`src/hw/rtl/nvq_pkg.sv`:
```
// Normal vector quantizer: shared types and constants.
// No dependencies.
package nvq_pkg;

    localparam int MAX_LEVELS_DEF     = 8;
    localparam int COMPONENT_BITS_DEF = 16;

    localparam int LVL_W     = 4;
    localparam int IDX_W     = 19;
    localparam int CFG_RESET = 4;

    // Sphere vertices, signed Q1.14
    localparam int VERT_W   = 16;
    localparam int ONE_Q14  = 16384;
    localparam logic [VERT_W-1:0] POS_ONE = VERT_W'(ONE_Q14);
    localparam logic [VERT_W-1:0] NEG_ONE = VERT_W'(-ONE_Q14);

    // Midpoint normalization
    localparam int NORM_W  = 2 * VERT_W;
    localparam int SQ_SHIFT = 28;
    localparam int RAD_W   = NORM_W + SQ_SHIFT;
    localparam int ROOT_W  = RAD_W / 2;
    localparam int NUM_W   = VERT_W + 30;
    localparam int DEN_W   = ROOT_W + 1;
    localparam int QUO_W   = VERT_W;

    typedef logic [2:0][VERT_W-1:0] vert_t;

    typedef struct packed {
        logic start;
        logic busy;
    } unit_ctl_t;

endpackage

```
`src/hw/rtl/nvq_tri.sv`:
```
// Ray-triangle test on one shared multiply-accumulate: det, U and V as triple
// products of the direction with cross products of the edges and v0.
// Depends on nvq_pkg.
module nvq_tri #(
    parameter int COMPONENT_BITS = nvq_pkg::COMPONENT_BITS_DEF
) (
    input  logic                             clk,
    input  logic                             rst_n,
    input  nvq_pkg::unit_ctl_t               ctl_in,
    output nvq_pkg::unit_ctl_t               ctl_out,
    input  logic [2:0][COMPONENT_BITS-1:0]   d,
    input  nvq_pkg::vert_t                   v0,
    input  nvq_pkg::vert_t                   v1,
    input  nvq_pkg::vert_t                   v2,
    output logic                             hit
);
    import nvq_pkg::*;

    localparam int EW    = VERT_W + 1;
    localparam int CW    = 2 * EW + 1;
    localparam int AW    = (COMPONENT_BITS > EW) ? COMPONENT_BITS : EW;
    localparam int PW    = AW + CW;
    localparam int ACC_W = COMPONENT_BITS + CW + 2;
    localparam logic [63:0] DET_EPS =
        ((64'd1 << (COMPONENT_BITS + 27)) + 64'd9999999) / 64'd10000000;
    localparam logic signed [ACC_W+1:0] EPS_W = (ACC_W + 2)'(DET_EPS);

    typedef enum logic [2:0] {
        TS_IDLE = 3'b001,
        TS_RUN  = 3'b010,
        TS_EVAL = 3'b100
    } tri_state_t;

    tri_state_t state_reg, state_next;
    logic [1:0] t_reg, k_reg, g_reg;
    logic [1:0] t_next, k_next, g_next;
    logic       hit_reg, hit_next;

    logic signed [CW-1:0]    c_reg, c_next;
    logic signed [ACC_W-1:0] acc_reg [3];

    logic signed [EW-1:0] e1 [3], e2 [3], w0 [3], pa [3], pb [3];
    logic [1:0]           j, l;
    logic signed [AW-1:0] opa;
    logic signed [CW-1:0] opb;
    logic signed [PW-1:0] prod;

    logic signed [ACC_W+1:0] det_x, u_x, v_x, dp, up, vp;
    logic                    hit_c;

    always_comb
    begin
        for (int i = 0; i < 3; i++)
        begin
            w0[i] = EW'($signed(v0[i]));
            e1[i] = EW'($signed(v1[i])) - w0[i];
            e2[i] = EW'($signed(v2[i])) - w0[i];
        end
        case (g_reg)
            2'd0:    begin pa = e2; pb = e1; end
            2'd1:    begin pa = w0; pb = e2; end
            default: begin pa = e1; pb = w0; end
        endcase
        case (k_reg)
            2'd0:    begin j = 2'd1; l = 2'd2; end
            2'd1:    begin j = 2'd2; l = 2'd0; end
            default: begin j = 2'd0; l = 2'd1; end
        endcase
        case (t_reg)
            2'd0:    begin opa = AW'(pa[j]); opb = CW'(pb[l]); end
            2'd1:    begin opa = AW'(pa[l]); opb = CW'(pb[j]); end
            default: begin opa = AW'($signed(d[k_reg])); opb = c_reg; end
        endcase
    end

    assign prod = opa * opb;

    always_comb
    begin
        det_x = (ACC_W + 2)'(acc_reg[0]);
        u_x   = (ACC_W + 2)'(acc_reg[1]);
        v_x   = (ACC_W + 2)'(acc_reg[2]);
        dp    = det_x[ACC_W+1] ? -det_x : det_x;
        up    = det_x[ACC_W+1] ? -u_x : u_x;
        vp    = det_x[ACC_W+1] ? -v_x : v_x;
        hit_c = (dp >= EPS_W) && (up >= 0) && (up <= dp) && (vp >= 0)
                && (up + vp <= dp);
    end

    always_comb
    begin
        state_next = state_reg;
        t_next     = t_reg;
        k_next     = k_reg;
        g_next     = g_reg;
        hit_next   = hit_reg;
        c_next     = c_reg;
        unique case (state_reg)
            TS_IDLE:
            begin
                if (ctl_in.start)
                begin
                    t_next     = '0;
                    k_next     = '0;
                    g_next     = '0;
                    state_next = TS_RUN;
                end
            end
            TS_RUN:
            begin
                if (t_reg == 2'd0)
                    c_next = CW'(prod);
                else if (t_reg == 2'd1)
                    c_next = c_reg - CW'(prod);
                if (t_reg == 2'd2)
                begin
                    t_next = '0;
                    if (k_reg == 2'd2)
                    begin
                        k_next = '0;
                        if (g_reg == 2'd2)
                            state_next = TS_EVAL;
                        else
                            g_next = g_reg + 1'b1;
                    end
                    else
                        k_next = k_reg + 1'b1;
                end
                else
                    t_next = t_reg + 1'b1;
            end
            TS_EVAL:
            begin
                hit_next   = hit_c;
                state_next = TS_IDLE;
            end
            default: state_next = TS_IDLE;
        endcase
    end

    always_ff @(posedge clk or negedge rst_n)
    begin
        if (!rst_n)
        begin
            state_reg <= TS_IDLE;
            t_reg     <= '0;
            k_reg     <= '0;
            g_reg     <= '0;
            hit_reg   <= 1'b0;
        end
        else
        begin
            state_reg <= state_next;
            t_reg     <= t_next;
            k_reg     <= k_next;
            g_reg     <= g_next;
            hit_reg   <= hit_next;
        end
    end

    always_ff @(posedge clk)
    begin
        c_reg <= c_next;
        if (state_reg == TS_IDLE && ctl_in.start)
        begin
            for (int i = 0; i < 3; i++)
                acc_reg[i] <= '0;
        end
        else if (state_reg == TS_RUN && t_reg == 2'd2)
            acc_reg[g_reg] <= acc_reg[g_reg] + ACC_W'(prod);
    end

    assign hit           = hit_reg;
    assign ctl_out.busy  = state_reg != TS_IDLE;
    assign ctl_out.start = 1'b0;

endmodule

```
`config.mk`:
```
export PLATFORM = sky130hd
export DESIGN_NAME = nvq_tri
export DESIGN_NICKNAME = d
export VERILOG_FILES = /design/src/hw/rtl/nvq_pkg.sv /design/src/hw/rtl/nvq_tri.sv
export SDC_FILE = /design/constraint.sdc
export NUM_CORES = 2
export LEC_CHECK = 0
export BUFFER_PORTS_ARGS = -buffer_cell sky130_fd_sc_hd__clkbuf_2
export CAP_MARGIN = 10
export CORE_ASPECT_RATIO = 1.5
export CORE_MARGIN = 4
export CORE_UTILIZATION = 61
export CTS_CLUSTER_SIZE = 10
export DETAILED_ROUTE_END_ITERATION = 10
export PLACE_DENSITY = 0.79
export SLEW_MARGIN = 30
export SYNTH_ARGS = -nofsm -noshare
export SYNTH_HDL_FRONTEND = slang
export SYNTH_SLANG_ARGS = --single-unit
```
`constraint.sdc`:
```
create_clock -name clk -period 24.4 [get_ports clk]
set_input_delay 3.66 -clock clk [delete_from_list [all_inputs] [get_ports clk]]
set_output_delay 3.66 -clock clk [all_outputs]
set_load 0.005 [all_outputs]
```
==> flow_summary.yaml <==
outcome:
  status: "finished, final reports clean"
setup_path:
  cp_max_fo: 38
  r2r_slack_ns: 10.35
  worstPathArrival_ns: 16.69
  start_kind: "input port"
  rr_worst_depth: 45
  end_kind: "flop"
  critPathMaxStageDelay_ns: 0.74
  slowest_stage: "a2111oi_1"
  critPathMostFrequentCell: "fa_1"
  worstSetupPathType: "in -> reg"
  worstReg2RegEnd: "acc_reg[1][51]"
  crit_required_ns: 24.67
  reg2reg_from: "g_reg[1]"
final_layout:
  multi_input_area_sq_um: 40300
  nFillCells: 6967
  drive_above_1_share_pct: 7.11
  seq_area_sq_um: 7680
  largest_reg_flops: 212
  area_growth_pct: 5.57
  nets: 7328
clocking:
  cts_root_buf: "clkbuf_16"
  ctsHoldBuffers: 0
  path_clk_slew_ns: 0.06
  ctsLongestPathBuffers: 3
  ctsResizeCount: 0
  post-cts-setup-buffers: 0
  htree_num_levels: 1
  cts_sinks: 257
  numCtsBuffers: 29
  cts_tree: "built"
  clk_latency_ns: 0.56
grt:
  grt.total_usage_pct: 35.2
  grt_overflow: 0
  grt_pass1_vias: 47555
  grt_max_degree: 169
  grt_antenna_before_repair: 8
  grt_pass1_wl_um: 250000
floorplan:
  rows: 130
  start_util_pct: 61.6
  pin_count: 199
  die_w_um: 246
  die_y_um: 365
  design.core.area_sq_um: 84100
  die_area_sq_um: 89800
min_path:
  hold_path_end: "hit"
  min-delay-start: "hit"
  min_path_cells: 2
  hold_path_class: "reg -> reg"
route:
  drc: 0
  vias_per_cell: 6.35
  drtPass1Iterations: 7
  wl_per_cell_um: 21.9
  wl_um: 158000
  ant_nets: 0
  drt_iter0_drc: 3998
  vias: 45898
sta:
  drv_slew: 0
  finalSetupViolCount: 0
  tns_ns: 0
  hold_viol: 0
  max_freq_mhz: 60.9
  fin_worst_skew_ns: 0.0206
  min_period_ns: 16.42
  slew_headroom_pct: 28.6
  worst_pin_slew_ns: 1.06
  fin_crit_sh_pct: 67.3
  rsz0062_at_grt: "no"
placed_design:
  gp_congestion: 1.00
  hpwlAfterDp_um: 127000
  port_buffers: 196
synth:
  synth_edf_count: 247
  ys_types: 97
  synth-main-ff-cell: "edfxtp_1"
  netlist_area_sq_um: 51800
  ys_seq_area_share_pct: 14.8
  yosys_register_bits: 257
  async_reset_ff_share_pct: 3.89
  yosysWarnings: 0
  netlist_instances: 6051
  synth_area_per_cell_sq_um: 8.57
job:
  cap_violations: 0
-- worst max path at each step --
stage	start	to	slack, ns
after CTS	v0[32]	acc_reg[1][51]	7.87
final	v0[32]	acc_reg[1][51]	7.98
after global routing	v0[32]	acc_reg[2][49]	7.07
after floorplan	v2[32]	acc_reg[0][49]	9.42
after detailed placement	v0[32]	acc_reg[1][51]	7.36
after global placement	v0[32]	acc_reg[1][49]	7.41
-- critical path: cells and delay by family --
kind / cells / cell delay [ns]
AO/OA/AOI/OAI: 19 / 5.50
adder cells (fa/ha/maj): 10 / 4.40
AND/OR/NAND/NOR: 9 / 1.77
buffers and inverters: 6 / 0.79
XOR/XNOR: 2 / 0.52
-- routing by layer --
metal	GRT usage [%]	routed length, um	vias up
met2	61.6	78600	2175
li1	-	-	20766
met3	3.93	11700	598
met4	22.4	11500	0
met1	41.1	56400	22359
met5	0	0	-
-- cells in the mapped netlist, types with 64 or more instances --
cell / instances / area (sq um)
a21oi_1: 364 / 1820
nand2b_1: 89 / 557
ha_1: 473 / 5920
a21o_1: 154 / 1160
nand4_1: 64 / 400
nor2b_1: 125 / 782
inv_1: 818 / 3070
edfxtp_1: 247 / 7420
nand2_1: 578 / 2170
xnor2_1: 261 / 2290
o21ai_0: 309 / 1550
o31ai_1: 70 / 526
nor2_1: 557 / 2090
fa_1: 576 / 11500
clkbuf_1: 224 / 841
xor2_1: 144 / 1260
o21a_1: 69 / 518
-- layout by cell type (no fill, tap or decap), types with 29 or more instances in the layout --
master and instances:
inv_1 818, a221oi_1 33, fa_1 576, a211oi_1 45, a21oi_1 358, nor2b_1 125
o41ai_1 29, buf_4 59, xnor2_1 261, mux2i_1 34, clkbuf_16 29, nand2b_1 89
o21a_1 69, edfxtp_1 247, and2_1 47, nor3_1 50, a21o_1 154, ha_1 471
clkbuf_2 196, o21bai_1 41, o21ai_0 309, nor2_1 553, or3_1 30, nand4_1 64
xor2_1 144, o31ai_1 69, mux4_2 52, nand2_1 572, nand3_1 57, a31oi_1 33
-- per-stage QoR --
| stage | worst slack (ns) | area [sq um] | cells | utilization, % | hold WS [ns] |
|---|---|---|---|---|---|
| global route | 7.07 | 54700 | 7222 | 65.1 | 0.604 |
| global placement | 7.41 | 53800 | 7172 | 64.0 | 0.562 |
| finish | 7.98 | 54700 | 7224 | 65.1 | 0.565 |
| floorplan | 9.42 | 51800 | 6054 | - | 0.472 |
| CTS | 7.87 | 54700 | 7215 | 65.0 | 0.578 |
| detailed placement | 7.36 | 53900 | 7174 | 64.1 | 0.563 |
-- kinds of logic after synthesis --
| group | synth area share [%] |
|---|---|
| DFF | 14.8 |
| adders and majority gates | 33.7 |
| and+or+nand+nor | 15.6 |
| AOI/OAI and AO/OA | 17.9 |
| xor gates and xnor gates | 6.89 |
| muxes | 3.25 |
| buffers and inverters | 7.88 |
| other | 0.0145 |
-- final cells by class --
cell class	instances	share of cell area (%)
multi-input cells	4716	73.6
flip-flops and latches	257	14.0
inverters	821	5.63
repair buffers	258	2.74
well taps	1122	2.57
clock buffers	41	1.43
diodes	9	0.0412
Power is left out: the tool's default activity adds up to more than one toggle a clock period on the data nets, which glitch-free logic cannot reach.
